--- config.mk ---
export PLATFORM = sky130hd
export DESIGN_NAME = spectrum_frame_peak_and_gap_check_unit
export DESIGN_NICKNAME = d
export VERILOG_FILES = /design/src/rtl/sfpg_pkg.sv /design/src/rtl/spectrum_frame_peak_and_gap_check_unit.sv
export SDC_FILE = /design/constraint.sdc
export NUM_CORES = 1
export LEC_CHECK = 0
export ABC_AREA = 1
export BUFFER_PORTS_ARGS = -buffer_cell sky130_fd_sc_hd__buf_2
export CORE_MARGIN = 2
export CORE_UTILIZATION = 45
export CTS_BUF_LIST = sky130_fd_sc_hd__clkbuf_2 sky130_fd_sc_hd__clkbuf_4 sky130_fd_sc_hd__clkbuf_8
export CTS_CLUSTER_DIAMETER = 200
export CTS_CLUSTER_SIZE = 25
export DETAILED_ROUTE_END_ITERATION = 12
export GPL_ROUTABILITY_DRIVEN = 0
export PLACE_DENSITY = 0.72
export SYNTH_ARGS = -nofsm -noshare
export SYNTH_HDL_FRONTEND = slang
export SYNTH_SLANG_ARGS = --single-unit
--- constraint.sdc ---
create_clock -name i_clk -period 7.3 [get_ports i_clk]
set_clock_uncertainty 0.15 [all_clocks]
set_input_delay 0.365 -clock i_clk [delete_from_list [all_inputs] [get_ports i_clk]]
set_output_delay 0.365 -clock i_clk [all_outputs]
set_load 0.005 [all_outputs]
--- src/rtl/sfpg_pkg.sv ---
`timescale 1ns / 1ps

package sfpg_pkg;

    localparam int SPECTRUM_BINS = 4096;
    localparam int BIN_W         = 12;
    localparam int FINE_W        = 15;
    localparam int COARSE_LSB    = 15;
    localparam int WORD_W        = 32;
    localparam int POWER_W       = 31;
    localparam int TALLY_W       = 16;
    localparam int CLEAN_W       = 32;

    localparam int IN_TDATA_W    = 2 * WORD_W;
    localparam int OUT_FIELD_W   = BIN_W + POWER_W + TALLY_W + CLEAN_W;
    localparam int OUT_TDATA_W   = ((OUT_FIELD_W + 7) / 8) * 8;

    localparam logic [BIN_W-1:0]   LAST_BIN  = BIN_W'(SPECTRUM_BINS - 1);
    localparam logic [TALLY_W-1:0] TALLY_MAX = '1;

    typedef struct packed {
        logic [CLEAN_W-1:0] clean_packet_total;
        logic [TALLY_W-1:0] packet_jump_count;
        logic [POWER_W-1:0] peak_power;
        logic [BIN_W-1:0]   peak_channel;
    } t_result;

endpackage

--- src/rtl/spectrum_frame_peak_and_gap_check_unit.sv ---
`timescale 1ns / 1ps

// channel  | direction | tdata (low bit up)                            | tuser      | tlast
// s_axis   | in        | status_word[31:0], power_word[63:32]          | -          | packet_last
// m_axis   | out       | peak_channel, peak_power, packet_jump_count,  | frame_done | packet_done
//          |           | clean_packet_total, zero fill to 96 bits      |            |
//
// one record per cycle sustained while m_axis_tready is high
// input register feeds one compare/count stage into the result register
// i_rst_n is synchronous, active low, and clears all frame and packet state
// a stalled m_axis holds the result; with both registers full s_axis_tready equals m_axis_tready
module spectrum_frame_peak_and_gap_check_unit
    import sfpg_pkg::*;
(
    input  logic                   i_clk,
    input  logic                   i_rst_n,

    input  logic                   s_axis_tvalid,
    output logic                   s_axis_tready,
    input  logic [IN_TDATA_W-1:0]  s_axis_tdata,   // status_word, power_word
    input  logic                   s_axis_tlast,   // packet_last

    output logic                   m_axis_tvalid,
    input  logic                   m_axis_tready,
    output logic [OUT_TDATA_W-1:0] m_axis_tdata,   // peak_channel, peak_power,
                                                   // packet_jump_count, clean_packet_total
    output logic                   m_axis_tuser,   // frame_done
    output logic                   m_axis_tlast    // packet_done
);

    logic                  r_in_valid;
    logic [WORD_W-1:0]     r_in_status;
    logic [WORD_W-1:0]     r_in_power;
    logic                  r_in_last;

    logic [BIN_W-1:0]      r_cap;
    logic [POWER_W-1:0]    r_lower_pwr;
    logic [BIN_W-1:0]      r_lower_bin;
    logic [POWER_W-1:0]    r_upper_pwr;
    logic [BIN_W-1:0]      r_upper_bin;
    logic [BIN_W-1:0]      r_prev_coarse;
    logic [TALLY_W-1:0]    r_tally;
    logic [CLEAN_W-1:0]    r_clean;

    logic                  r_out_valid;
    t_result               r_out;
    logic                  r_out_frame;
    logic                  r_out_packet;

    logic                  s_fire;
    logic                  adv;

    logic [FINE_W-1:0]     fine;
    logic [BIN_W-1:0]      coarse;
    logic [POWER_W-1:0]    power;
    logic                  hit;
    logic                  frame_end;
    logic [POWER_W-1:0]    n_lower_pwr;
    logic [BIN_W-1:0]      n_lower_bin;
    logic [POWER_W-1:0]    n_upper_pwr;
    logic [BIN_W-1:0]      n_upper_bin;
    logic [BIN_W-1:0]      step;
    logic                  jump;
    logic [TALLY_W-1:0]    n_tally;
    logic [CLEAN_W-1:0]    n_clean;
    t_result               n_out;

    assign s_fire        = s_axis_tvalid && s_axis_tready;
    assign adv           = r_in_valid && (!r_out_valid || m_axis_tready);
    assign s_axis_tready = !r_in_valid || adv;

    always_comb begin
        fine   = r_in_status[FINE_W-1:0];
        coarse = r_in_status[COARSE_LSB +: BIN_W];
        if (r_in_power[WORD_W-1] || (r_in_power == '0)) begin
            power = POWER_W'(1);
        end else begin
            power = r_in_power[POWER_W-1:0];
        end

        hit       = (fine == '0) && (coarse == r_cap);
        frame_end = hit && (r_cap == LAST_BIN);

        n_lower_pwr = r_lower_pwr;
        n_lower_bin = r_lower_bin;
        n_upper_pwr = r_upper_pwr;
        n_upper_bin = r_upper_bin;
        if (hit && !coarse[BIN_W-1] && (power > r_lower_pwr)) begin
            n_lower_pwr = power;
            n_lower_bin = coarse;
        end
        if (hit && coarse[BIN_W-1] && (power > r_upper_pwr)) begin
            n_upper_pwr = power;
            n_upper_bin = coarse;
        end

        n_out = '0;
        if (frame_end) begin
            // half swap is a flip of the top bin bit
            if (n_lower_pwr > n_upper_pwr) begin
                n_out.peak_channel = {~n_lower_bin[BIN_W-1], n_lower_bin[BIN_W-2:0]};
                n_out.peak_power   = n_lower_pwr;
            end else begin
                n_out.peak_channel = {~n_upper_bin[BIN_W-1], n_upper_bin[BIN_W-2:0]};
                n_out.peak_power   = n_upper_pwr;
            end
        end

        step = coarse - r_prev_coarse;
        jump = (step > BIN_W'(1));
        if (jump && (r_tally != TALLY_MAX)) begin
            n_tally = r_tally + TALLY_W'(1);
        end else begin
            n_tally = r_tally;
        end
        if (n_tally == '0) begin
            n_clean = r_clean + CLEAN_W'(1);
        end else begin
            n_clean = r_clean;
        end
        if (r_in_last) begin
            n_out.packet_jump_count  = n_tally;
            n_out.clean_packet_total = n_clean;
        end
    end

    always_ff @(posedge i_clk) begin
        if (s_fire) begin
            r_in_status <= s_axis_tdata[WORD_W-1:0];
            r_in_power  <= s_axis_tdata[WORD_W +: WORD_W];
            r_in_last   <= s_axis_tlast;
        end
        if (adv) begin
            r_out        <= n_out;
            r_out_frame  <= frame_end;
            r_out_packet <= r_in_last;
        end
    end

    always_ff @(posedge i_clk) begin
        if (!i_rst_n) begin
            r_in_valid    <= 1'b0;
            r_out_valid   <= 1'b0;
            r_cap         <= '0;
            r_lower_pwr   <= '0;
            r_lower_bin   <= '0;
            r_upper_pwr   <= '0;
            r_upper_bin   <= '0;
            r_prev_coarse <= '0;
            r_tally       <= '0;
            r_clean       <= '0;
        end else begin
            if (s_fire) begin
                r_in_valid <= 1'b1;
            end else if (adv) begin
                r_in_valid <= 1'b0;
            end
            if (adv) begin
                r_out_valid <= 1'b1;
            end else if (m_axis_tready) begin
                r_out_valid <= 1'b0;
            end
            if (adv) begin
                if (frame_end) begin
                    r_cap       <= '0;
                    r_lower_pwr <= '0;
                    r_lower_bin <= '0;
                    r_upper_pwr <= '0;
                    r_upper_bin <= '0;
                end else begin
                    if (hit) begin
                        r_cap <= r_cap + BIN_W'(1);
                    end
                    r_lower_pwr <= n_lower_pwr;
                    r_lower_bin <= n_lower_bin;
                    r_upper_pwr <= n_upper_pwr;
                    r_upper_bin <= n_upper_bin;
                end
                r_prev_coarse <= coarse;
                if (r_in_last) begin
                    r_tally <= '0;
                    r_clean <= n_clean;
                end else begin
                    r_tally <= n_tally;
                end
            end
        end
    end

    assign m_axis_tvalid = r_out_valid;
    assign m_axis_tdata  = OUT_TDATA_W'(r_out);
    assign m_axis_tuser  = r_out_frame;
    assign m_axis_tlast  = r_out_packet;

`ifndef ASSERT_OFF
    a_empty_frame: assert property (@(posedge i_clk) disable iff (!i_rst_n)
        (r_cap == '0) |-> (r_lower_pwr == '0) && (r_upper_pwr == '0))
        else $error("frame maxima not cleared at counter zero");

    a_upper_order: assert property (@(posedge i_clk) disable iff (!i_rst_n)
        (r_upper_pwr != '0) |-> r_cap[BIN_W-1] && r_upper_bin[BIN_W-1])
        else $error("upper half peak held before upper half captured");

    a_peak_nonzero: assert property (@(posedge i_clk) disable iff (!i_rst_n)
        (r_out_valid && r_out_frame) |-> (r_out.peak_power != '0))
        else $error("completed frame reported zero peak");

    a_packet_fields: assert property (@(posedge i_clk) disable iff (!i_rst_n)
        (r_out_valid && !r_out_packet) |->
            (r_out.packet_jump_count == '0) && (r_out.clean_packet_total == '0))
        else $error("packet fields set without packet end");

    a_frame_fields: assert property (@(posedge i_clk) disable iff (!i_rst_n)
        (r_out_valid && !r_out_frame) |->
            (r_out.peak_power == '0) && (r_out.peak_channel == '0))
        else $error("peak fields set without frame end");
`endif

endmodule

Word-level counts from Yosys, hierarchy flattened
Index checks and enable logic that the tools add are counted.
Word-level totals
  bits in registers: 313
  input port bits: 69
  output and inout port bits: 100
Cells by class
  add/sub/neg operators: 4
  magnitude comparators: 4
  eq/ne operators: 3
  multiplexer cells: 19
  bitwise logic cells: 2
  reduce and logical (&&, ||, !) cells: 23
Operators with widths (number)
  $mux 31: 5
  $gt 31x31->1: 3
  $mux 12: 6
  $mux 43: 1
  $add 32x1->32 const B: 1
  $logic_not 32->1: 1
  $mux 16: 2
  $mux 32: 1
  $add 16x1->16 const B: 1
  $logic_not 16->1: 1
  $ne 16x16->1 const B: 1
  $logic_not 15->1: 1
  $add 12x1->12 const B: 1
  $eq 12x12->1: 1
  $eq 12x12->1 const B: 1
  $gt 12x1->1 const B: 1
  $sub 12x12->12: 1
  $logic_and 1x1->1: 9
  $reduce_bool 2->1: 3
  $mux 1: 4
  $reduce_and 2->1: 2
  $logic_not 1->1: 3
  $logic_or 1x1->1: 3
  $not 1->1: 2

Longest topological paths before layout
Gate-level depths: netlist (run 1).
  depth in word-level cells: 8
  gate-level depth with buffers: 41
  depth with buffers taken out: 37

Least setup slack after synthesis (run 1)
No wires, ideal clock.
  path kind: register to register
  start point: register r_in_power[17]
  end point: register r_out (netlist bit m_axis_tdata[42]) (data pin)
  library setup time: 0.138 ns
  data arrival time: 4.870 ns
  data required time: 7.012 ns
  slack: 2.142 ns
  cell stages (with the launch flop): 35
  clock period less this slack: 5.158 ns
  path through: edfxtp_1 nor2_1 nand4_1 nor2_1 nand2_2 nand2_2 inv_2 clkbuf_1 nand2_1 inv_1 ha_1 nand2_1 nor2_1 nand3_1 nor4_1 nand3_1 nor2_1 a41oi_1 buf_2 buf_1 nand3_1 nand2_1 ha_1 nand4_1 inv_1 a221o_1 a21oi_1 o21ai_0 nand2_1 nand3_1 nand2_1 clkbuf_1 clkbuf_1 nor2_1 nor2_1
On the way
  longest elaborated chain between the ends: 8
RTL lines
  start: declaration: RTL line spectrum_frame_peak_and_gap_check_unit.sv:33  | logic [WORD_W-1:0] r_in_power;
  start signal: assignment: RTL line spectrum_frame_peak_and_gap_check_unit.sv:130  | r_in_power <= s_axis_tdata[WORD_W +: WORD_W];
  $logic_not 32->1: RTL line spectrum_frame_peak_and_gap_check_unit.sv:75  | if (r_in_power[WORD_W-1] || (r_in_power == '0)) begin
  $logic_or 1x1->1: RTL line spectrum_frame_peak_and_gap_check_unit.sv:75
  $mux 31 *: RTL line spectrum_frame_peak_and_gap_check_unit.sv:75
  $gt 31x31->1 (on tied branches): RTL line spectrum_frame_peak_and_gap_check_unit.sv:88, spectrum_frame_peak_and_gap_check_unit.sv:92
  $logic_and 1x1->1 (on tied branches): RTL line spectrum_frame_peak_and_gap_check_unit.sv:88, spectrum_frame_peak_and_gap_check_unit.sv:92
  $mux 31 (on tied branches): RTL line spectrum_frame_peak_and_gap_check_unit.sv:88, spectrum_frame_peak_and_gap_check_unit.sv:92
  $gt 31x31->1: RTL line spectrum_frame_peak_and_gap_check_unit.sv:100  | if (n_lower_pwr > n_upper_pwr) begin
  $mux 43 *: RTL line spectrum_frame_peak_and_gap_check_unit.sv:100
  end signal: assignment: RTL line spectrum_frame_peak_and_gap_check_unit.sv:134  | r_out <= n_out;
  end: declaration: RTL line spectrum_frame_peak_and_gap_check_unit.sv:46  | t_result r_out;
Every way passes the cells marked *; elsewhere a longest branch is shown, timed or not.
A chain may end at the register's enable or synchronous reset.

Worst setup path after layout (run 1)
  start point: register r_in_power[26]
  end point: register r_out (netlist bit m_axis_tdata[29]) (data pin)
The elaborated chain is that of the path after synthesis.

==> results of run 1 <==
registers in the layout (all words and copies together), names as in the netlist:
register and flops:
m_axis_tdata 91, r_lower_pwr 31, r_upper_bin 12, r_cap 12, r_in_last 1, r_lower_bin 12, m_axis_tlast 1, r_clean 32
r_in_valid 1, m_axis_tuser 1, r_tally 16, r_in_power 32, r_upper_pwr 31, r_prev_coarse 12, r_in_status 27, m_axis_tvalid 1
path summary, 6_finish.rpt:
check                           startpoint                              to  slack (ns)
min                                i_rst_n   r_prev_coarse[9]$_SDFFE_PN0P_        0.15
max reg2reg       r_in_power[26]$_DFFE_PP_  m_axis_tdata[29]$_SDFFCE_PN0P_        0.79
min reg2reg  r_prev_coarse[7]$_SDFFE_PN0P_   r_prev_coarse[7]$_SDFFE_PN0P_        0.32
max               r_in_power[26]$_DFFE_PP_  m_axis_tdata[29]$_SDFFCE_PN0P_        0.79
what timing repair did:
action                                  4_1_cts  5_1_grt
setup buffers                                 0        0
hold buffers                                 63        0
endpoints found under the setup margin        0        0
hold endpoints to repair                     62        0
per-layer routing:
| metal | track usage (%) | wire, um | vias up | part of all wire, % |
|---|---|---|---|---|
| met2 | 42.8 | 26400 | 776 | 48 |
| met5 | 0 | 0 | - | 0 |
| met1 | 30.3 | 22300 | 8566 | 41 |
| met3 | 2.59 | 3800 | 142 | 7.0 |
| met4 | 9.81 | 2170 | 0 | 4.0 |
| li1 | - | - | 9126 | - |
power groups by stage:
| stage | combinational (uW) | clock (uW) | sequential (uW) |
|---|---|---|---|
| final | 470 | 840 | 1940 |
| after global routing | 520 | 921 | 1950 |
| after CTS | 462 | 870 | 1940 |
| after detailed placement | 435 | 0 | 1980 |
| after global placement | 427 | 0 | 1980 |
| after floorplan | 297 | 0 | 1980 |
kinds of logic after synthesis:
family | synth area share, %
adder cells (fa/ha/maj) | 6.56
other | 0.0195
AND/OR/NAND/NOR | 33.4
flip-flops | 40.6
multiplexers | 0.0521
buffers and inverters | 9.17
XOR/XNOR | 1.82
AO/OA/AOI/OAI | 8.38
placed cells by master, fill, tap and decap left out, drive strengths merged:
master	synthesis	layout
nor2	214	214
o31ai	1	1
a31oi	4	4
o221ai	1	1
conb	1	5
inv	306	305
dfxtp	160	160
nor3	32	32
o211ai	3	3
a211oi	6	6
edfxtp	153	153
nand3	423	423
and2	2	2
a221o	1	1
nand4	41	41
dlygate4sd3	0	63
a21oi	235	235
nor3b	1	1
mux2i	1	1
or2	3	3
clkinv	2	4
a21boi	3	3
clkbuf	78	26
o21a	15	15
fa	1	1
buf	55	184
nand3b	1	1
nor4	21	21
xnor2	7	7
a21o	4	4
o22ai	1	1
a41oi	2	2
xor2	33	33
ha	99	99
o21ai	24	24
nand2	758	758
worst register-to-register path, delay by kind of cell, from the launching register on:
family          cells  cell delay, ns
simple gates       27            3.24
buf+inv             5            1.12
compound gates      4            0.79
fa+ha+maj           2            0.53
flops               1            0.43
through the flow:
step	utilization (%)	hold slack (ns)	instance area, um^2
5_1_grt	50.7	0.151	21300
2_1_floorplan	-	0.283	19200
3_5_place_dp	48.5	0.303	20400
3_3_place_gp	48.5	0.294	20400
6_report	50.7	0.149	21300
4_1_cts	50.7	0.116	21300
cell type report:
type                            instances  area (um^2)
Tap cell                              539          674
Timing Repair Buffer                  247         1670
Inverter                              308         1160
Fill cell                            4066        20700
Sequential cell                       313         7800
Clock inverter                          1         16.3
Multi-Input combinational cell       1942         9710
Clock buffer                           26          302
==> results.yml, run 1 <==
run_status:
  status: "finished, final reports clean"
placement:
  preCtsSetupSlack_ns: 0.962
  place.port_buffers: 158
  dp_hpwl_um: 36000
  place_inst: 3286
hold_path:
  holdPathStages: 3
  hold_class: "input pin to flop"
final_layout:
  area_growth_pct: 11.1
  drive_above_1_share_pct: 8.74
  insertedDiodeCount: 0
  final_cells: 3376
  final_nets: 2997
drt:
  dr.pass1.iters: 8
  drcViolationCount: 0
  routed_wirelength_um: 54700
  ant_nets: 0
  drtIter0Drc: 1764
  vias: 18600
  drt-vias-per-instance: 5.51
  wl_per_cell_um: 16.2
setup_path:
  cp_data_required_time_ns: 7.52
  crit_top_cell: "nand2_1"
  setup.worst_path.start_class: "flop"
  critPathSlowestCell: "nand2_1"
  r2r_cells: 38
  crit_cells: 38
  critPathMaxStageDelay_ns: 0.46
  cp-end-kind: "flop"
  path_max_fanout: 24
  arrival_ns: 6.74
  critPathKind: "flop to flop"
  crit_family: "simple AND/OR/NAND/NOR gates"
  cp_num_buf_inv: 5
logic_synthesis:
  async_reset_ff_share_pct: 0
  yosysSeqAreaShare_pct: 40.6
  yosys-top-cells-area: "edfxtp_1 24%, dfxtp_1 17%, nand2_1 15%"
  ys_warn_count: 0
  synth_area_leader_cell: "edfxtp_1"
  synth_top_area_share_pct: 23.9
  synth-seq-cells: 313
  avgSynthCellArea_um2: 7.13
  syn_inst: 2692
  synth.most_common_cell: "nand2_1"
  ys_types: 45
  synthTopCellsByCount: "750 x nand2_1, 423 x nand3_1, 301 x inv_1"
  synthesis.area_um2: 19200
  synthFlopType: "dfxtp_1"
  synth_edf_count: 153
power_and_ir_drop:
  swShare_pct: 28.5
  powerDensity_nw_per_um2: 153
  p_leak_uw: 0.00937
  clkPwrFrac_pct: 25.8
  internal-power_uw: 2330
  p_comb_share_pct: 14.5
  p_total_uw: 3250
  ir_drop_mv: 0.175
  seq_power_share_pct: 59.8
  switchingPower_uw: 928
timing:
  period_needed_ns: 6.51
  layout_worst_path_cycle_share_pct: 89.2
  relSlewSlack_pct: 23.0
  rsz0062_at_grt: "false"
  fin_tns_setup_ns: 0
  hold_viol: 0
  tightest_slew_ns: 1.15
  setup_ws_ns: 0.786
  slew_viol_final: 0
  fmax_mhz: 154
  setup_viol: 0
clock_tree:
  cts_tree: "built"
  cts_resized: 0
  h-tree-depth: 1
  cts.clk_slew.worst_paths_ns: 0.17
  clk_latency_ns: 0.64
  cts-root-buf: "clkbuf_8"
  cts_buffers: 16
  cts.sinks: 313
  cts_buffer_depth: 3
global_route:
  grt_pass1_vias: 17500
  track_usage_pct: 24.3
  grt_start_max_net_pins: 87
  grt_pass1_wl_um: 87700
  overflow: 0
  antenna_found_initial: 0
floorplanning:
  die_height_um: 211
  core_area_um2: 42000
  die_x_um: 211
  die_area_um2: 44300
  rows: 75
  initial_core_util_pct: 45.7
  pin_count: 169
flow_run:
  maxCapViolations: 0
(Power assumes the default switching activity.)
==> run 2, diff against run 1 <==
--- a/config.mk
+++ b/config.mk
@@ -8,13 +8,12 @@
 export ABC_AREA = 1
 export BUFFER_PORTS_ARGS = -buffer_cell sky130_fd_sc_hd__buf_2
 export CORE_MARGIN = 2
-export CORE_UTILIZATION = 45
-export CTS_BUF_LIST = sky130_fd_sc_hd__clkbuf_2 sky130_fd_sc_hd__clkbuf_4 sky130_fd_sc_hd__clkbuf_8
+export CORE_UTILIZATION = 35
 export CTS_CLUSTER_DIAMETER = 200
 export CTS_CLUSTER_SIZE = 25
 export DETAILED_ROUTE_END_ITERATION = 12
 export GPL_ROUTABILITY_DRIVEN = 0
-export PLACE_DENSITY = 0.72
+export PLACE_DENSITY = 0.61
 export SYNTH_ARGS = -nofsm -noshare
 export SYNTH_HDL_FRONTEND = slang
 export SYNTH_SLANG_ARGS = --single-unit
==> results.yml, run 2 (same netlist as run 1, synthesis figures left out) <==
setup_path:
  critPathSlowestCell: "edfxtp_1"
  critPathKind: "flop to flop"
  arrival_ns: 6.80
  setup.worst_path.start_class: "flop"
  crit_top_cell: "nor2_1"
  path_max_fanout: 31
  cp-end-kind: "flop"
  cp_data_required_time_ns: 7.50
  critPathMaxStageDelay_ns: 0.41
global_route:
  antenna_found_initial: 0
  track_usage_pct: 20.0
  grt_pass1_wl_um: 92100
  grt_pass1_vias: 17800
  overflow: 0
  grt_start_max_net_pins: 85
drt:
  drt-vias-per-instance: 5.27
  routed_wirelength_um: 57500
  wl_per_cell_um: 16.3
  drcViolationCount: 0
  vias: 18700
  ant_nets: 0
  drtIter0Drc: 1445
  dr.pass1.iters: 6
floorplanning:
  rows: 85
  pin_count: 169
  core_area_um2: 54000
  die_height_um: 238
  die_area_um2: 56700
  initial_core_util_pct: 35.5
  die_x_um: 238
clock_tree:
  h-tree-depth: 1
  clk_latency_ns: 0.56
  cts.sinks: 313
  cts_buffer_depth: 3
  cts_tree: "built"
  cts_buffers: 16
  cts.clk_slew.worst_paths_ns: 0.11
  cts_resized: 0
  cts-root-buf: "clkbuf_16"
timing:
  slew_viol_final: 0
  relSlewSlack_pct: 21.6
  setup_viol: 0
  fmax_mhz: 151
  holdWs_ns: 0.219
  layout_worst_path_cycle_share_pct: 90.4
  fin_tns_setup_ns: 0
  period_needed_ns: 6.60
  hold_viol: 0
  rsz0062_at_grt: "false"
  tightest_slew_ns: 1.17
final_layout:
  drive_above_1_share_pct: 8.58
  nFillCells: 5589
  area_growth_pct: 13.2
  largest_reg_flops: 91
  regArea_um2: 7800
  insertedDiodeCount: 0
  final_cells: 3539
  multi_input_area_um2: 9710
  layout_commonest_cell: "nand2_1"
  layout_common_cells: "745 x nand2_1, 423 x nand3_1, 297 x inv_1"
  final_nets: 3003
flow_run:
  maxCapViolations: 0
placement:
  place_inst: 3449
  place.port_buffers: 158
  dp_hpwl_um: 38900
power_and_ir_drop:
  powerDensity_nw_per_um2: 160
  ir_drop_mv: 0.124
  p_leak_uw: 0.00945
run_status:
  status: "finished, final reports clean"
hold_path:
  hold_class: "input pin to flop"
==> run 2: changes by cell type in the layout (fill, tap and decap cells not counted), sizes merged <==
cell | previous run | this run
buf | 184 | 190
clkinv | 4 | 5
inv | 305 | 304
==> run 2: critical path, delay by kind of cell (launching register included) <==
kind                     cells  cell delay [ns]
flip-flops                   1             0.41
adder cells (fa/ha/maj)      2             0.51
AO/OA/AOI/OAI                3             0.64
buffers and inverters        7             1.47
AND/OR/NAND/NOR             22             3.19
==> run 2: metrics by stage <==
stage / util, % / area (um^2) / power [uW] / setup WS (ns)
after floorplan: - / 19200 / 2270 / 2.14
after global placement: 38.2 / 20600 / 2420 / 0.912
after detailed placement: 38.2 / 20600 / 2430 / 0.844
after CTS: 40.2 / 21700 / 3530 / 0.775
after global routing: 40.2 / 21700 / 3650 / 0.246
final: 40.2 / 21700 / 3480 / 0.697
==> run 2: worst paths after layout <==
kind         depth (start not counted)  slack [ns]                          start                             end
max                                 34        0.70       r_in_power[26]$_DFFE_PP_  m_axis_tdata[33]$_SDFFCE_PN0P_
min                                  3        0.22                        i_rst_n  r_prev_coarse[10]$_SDFFE_PN0P_
max reg2reg                         34        0.70       r_in_power[26]$_DFFE_PP_  m_axis_tdata[33]$_SDFFCE_PN0P_
min reg2reg                          2        0.31  r_prev_coarse[5]$_SDFFE_PN0P_   r_prev_coarse[5]$_SDFFE_PN0P_
==> run 2: per-layer routing <==
metal	share of wire (%)	track usage, %	wire (um)
met1	42	25.2	24300
met2	48	35.5	27600
met3	6.4	2.19	3710
met4	3.3	6.42	1870
met5	0	0	0
==> run 2: repair_timing <==
action / CTS / global route
hold endpoints to repair: 62 / 0
setup buffers: 0 / 0
hold buffers: 63 / 0
setup endpoints to repair: 0 / 0
==> run 2: power by group <==
| group | internal [uW] | switching (uW) | total, uW |
|---|---|---|---|
| Clock | 442 | 613 | 1060 |
| Combinational | 155 | 321 | 476 |
| Sequential | 1900 | 40.5 | 1940 |
| Total | 2500 | 975 | 3480 |
==> run 2: area by class of cell <==
cell class                      instances  share of cell area [%]
Clock buffer                           26                    2.11
Clock inverter                          1                  0.0749
Inverter                              308                    5.34
Multi-Input combinational cell       1942                    44.7
Sequential cell                       313                    35.9
Tap cell                              696                    4.01
Timing Repair Buffer                  253                    7.88
==> run 3, diff against run 2 <==
--- a/config.mk
+++ b/config.mk
@@ -5,7 +5,6 @@
 export SDC_FILE = /design/constraint.sdc
 export NUM_CORES = 1
 export LEC_CHECK = 0
-export ABC_AREA = 1
 export BUFFER_PORTS_ARGS = -buffer_cell sky130_fd_sc_hd__buf_2
 export CORE_MARGIN = 2
 export CORE_UTILIZATION = 35
==> results.yml, run 3 <==
final_layout:
  area_growth_pct: 16.1
  largest_reg_flops: 91
  insertedDiodeCount: 0
  layout_common_cells: "210 x nand2_1, 166 x o21ai_0, 160 x dfxtp_1"
  drive_above_1_share_pct: 13.9
  fin_area_um2: 19400
  layout_commonest_cell: "nand2_1"
  final_nets: 2196
clock_tree:
  cts.clk_slew.worst_paths_ns: 0.11
  post_cts_buffers: 0
  cts_tree: "built"
  h-tree-depth: 1
  cts_buffers: 16
  cts-root-buf: "clkbuf_16"
  clk_latency_ns: 0.53
  cts.sinks: 313
  cts_buffer_depth: 3
timing:
  hold_viol: 0
  relSlewSlack_pct: 31.6
  fmax_mhz: 145
  slew_viol_final: 0
  tightest_slew_ns: 1.02
  setup_viol: 0
  layout_worst_path_cycle_share_pct: 94.3
  rsz0062_at_grt: "false"
  period_needed_ns: 6.88
  fin_tns_setup_ns: 0
floorplanning:
  die_area_um2: 49400
  die_x_um: 222
  core_area_um2: 47400
  rows: 80
  pin_count: 169
  die_height_um: 222
  initial_core_util_pct: 35.2
hold_path:
  min_from: "r_lower_bin[11]$_SDFFE_PN0P_"
  hold_class: "flop to flop"
setup_path:
  arrival_ns: 7.01
  critPathLaunch: "r_in_power[21]$_DFFE_PP_"
  crit_path_end: "m_axis_tdata[15]$_SDFFCE_PN0P_"
  r2r_start: "r_in_power[21]$_DFFE_PP_"
  critPathKind: "flop to flop"
  critPathSlowestCell: "nor4_1"
  crit_cells: 27
  cp-end-kind: "flop"
  crit_family: "simple AND/OR/NAND/NOR gates"
  cp_num_buf_inv: 4
  cp_data_required_time_ns: 7.42
  critPathMaxStageDelay_ns: 0.49
  worstReg2RegEnd: "m_axis_tdata[15]$_SDFFCE_PN0P_"
  r2r_cells: 27
  setup.worst_path.start_class: "flop"
  path_max_fanout: 44
  reg2reg_slack_ns: 0.42
logic_synthesis:
  async_reset_ff_share_pct: 0
  ys_types: 71
  synthTopCellsByCount: "211 x nand2_1, 166 x o21ai_0, 160 x dfxtp_1"
  synthesis.area_um2: 16700
  ys_warn_count: 0
  synth_edf_count: 153
  yosysSeqAreaShare_pct: 46.7
  synth.most_common_cell: "nand2_1"
  synth_area_leader_cell: "edfxtp_1"
  synthFlopType: "dfxtp_1"
  yosys-top-cells-area: "edfxtp_1 28%, dfxtp_1 19%, ha_1 7.4%"
  synth_top_area_share_pct: 27.5
  avgSynthCellArea_um2: 9.08
  synth-seq-cells: 313
  syn_inst: 1839
drt:
  drtIter0Drc: 1059
  ant_nets: 0
  dr.pass1.iters: 5
  routed_wirelength_um: 44700
  wl_per_cell_um: 16.9
  drcViolationCount: 0
  vias: 14000
  drt-vias-per-instance: 5.30
flow_run:
  maxCapViolations: 0
power_and_ir_drop:
  ir_drop_mv: 0.156
  powerDensity_nw_per_um2: 169
  p_leak_uw: 0.00702
global_route:
  antenna_found_initial: 1
  overflow: 0
  grt_pass1_vias: 13600
  grt_start_max_net_pins: 75
  grt_pass1_wl_um: 72000
  track_usage_pct: 17.8
placement:
  dp_hpwl_um: 31100
  place.port_buffers: 158
  place_area_um2: 18300
run_status:
  status: "finished, final reports clean"
run 3: cell count changes in the layout (fill, tap and decap cells not counted), sizes merged, moves of 96 or more:
cell / change
o21ai: +143
a21oi: -96
nand2: -547
nand3: -370
inv: -174
nor2: -106
run 3: timing repair:
action                                  in CTS  in global routing
endpoints found under the setup margin       0                 36
hold buffers                                63                  0
resized for setup                            0                  1
hold endpoints to repair                    63                  0
run 3: layout make-up:
type | instances | area, um^2
Clock inverter | 1 | 16.3
Sequential cell | 313 | 7800
Inverter | 132 | 498
Timing Repair Buffer | 271 | 1830
Multi-Input combinational cell | 1293 | 8010
Tap cell | 615 | 769
Clock buffer | 26 | 459
Fill cell | 4710 | 28100
run 3: metal layers:
layer / wire length (um) / share of wire [%] / vias up / track usage (%)
met5: 11 / 0.025 / - / 0
met4: 1220 / 2.7 / 2 / 5.39
met3: 1950 / 4.4 / 53 / 1.89
met2: 20300 / 46 / 360 / 29.4
met1: 21200 / 47 / 6681 / 24.5
li1: - / - / 6948 / -
run 3: worst min-delay path by stage:
stage | depth (start not counted) | slack [ns] | endpoint
finish | 2 | 0.30 | r_lower_bin[11]$_SDFFE_PN0P_
global route | 2 | 0.33 | r_prev_coarse[9]$_SDFFE_PN0P_
CTS | 2 | 0.31 | r_lower_bin[11]$_SDFFE_PN0P_
detailed placement | 2 | 0.29 | r_lower_bin[11]$_SDFFE_PN0P_
global placement | 2 | 0.28 | r_lower_bin[11]$_SDFFE_PN0P_
floorplan | 2 | 0.26 | r_lower_bin[11]$_SDFFE_PN0P_
run 3: cells by family (layout without fill, tap and decap cells):
logic type,count (synthesis),count (layout),synth area share [%]
other,1,5,0.0225
AOI/OAI and AO/OA,469,469,17.2
and+or+nand+nor,637,637,18.5
xor gates and xnor gates,58,58,3.04
buffers and inverters,237,430,5.55
adders and majority gates,104,104,7.78
muxes,20,20,1.21
DFF,313,313,46.7
run 3: worst min-delay path, stage by stage (launching register included):
cell      delay [ns]
dfxtp_1         0.33
inv_1           0.05
a311oi_1        0.03
run 3: power by group:
group	internal, uW	switching, uW
clock network	443	588
registers	1890	29.7
logic	128	195
total	2460	813
run 3: per-stage QoR:
| stage | cells | util, % | hold WS [ns] | worst slack [ns] | power [uW] |
|---|---|---|---|---|---|
| after global routing | 2651 | 40.9 | 0.329 | 0.0449 | 3410 |
| after floorplan | 1843 | - | 0.259 | 1.17 | 2140 |
| final | 2651 | 40.9 | 0.299 | 0.417 | 3270 |
| after detailed placement | 2561 | 38.5 | 0.289 | 0.593 | 2250 |
| after global placement | 2561 | 38.5 | 0.277 | 0.623 | 2250 |
| after CTS | 2651 | 40.8 | 0.307 | 0.553 | 3310 |
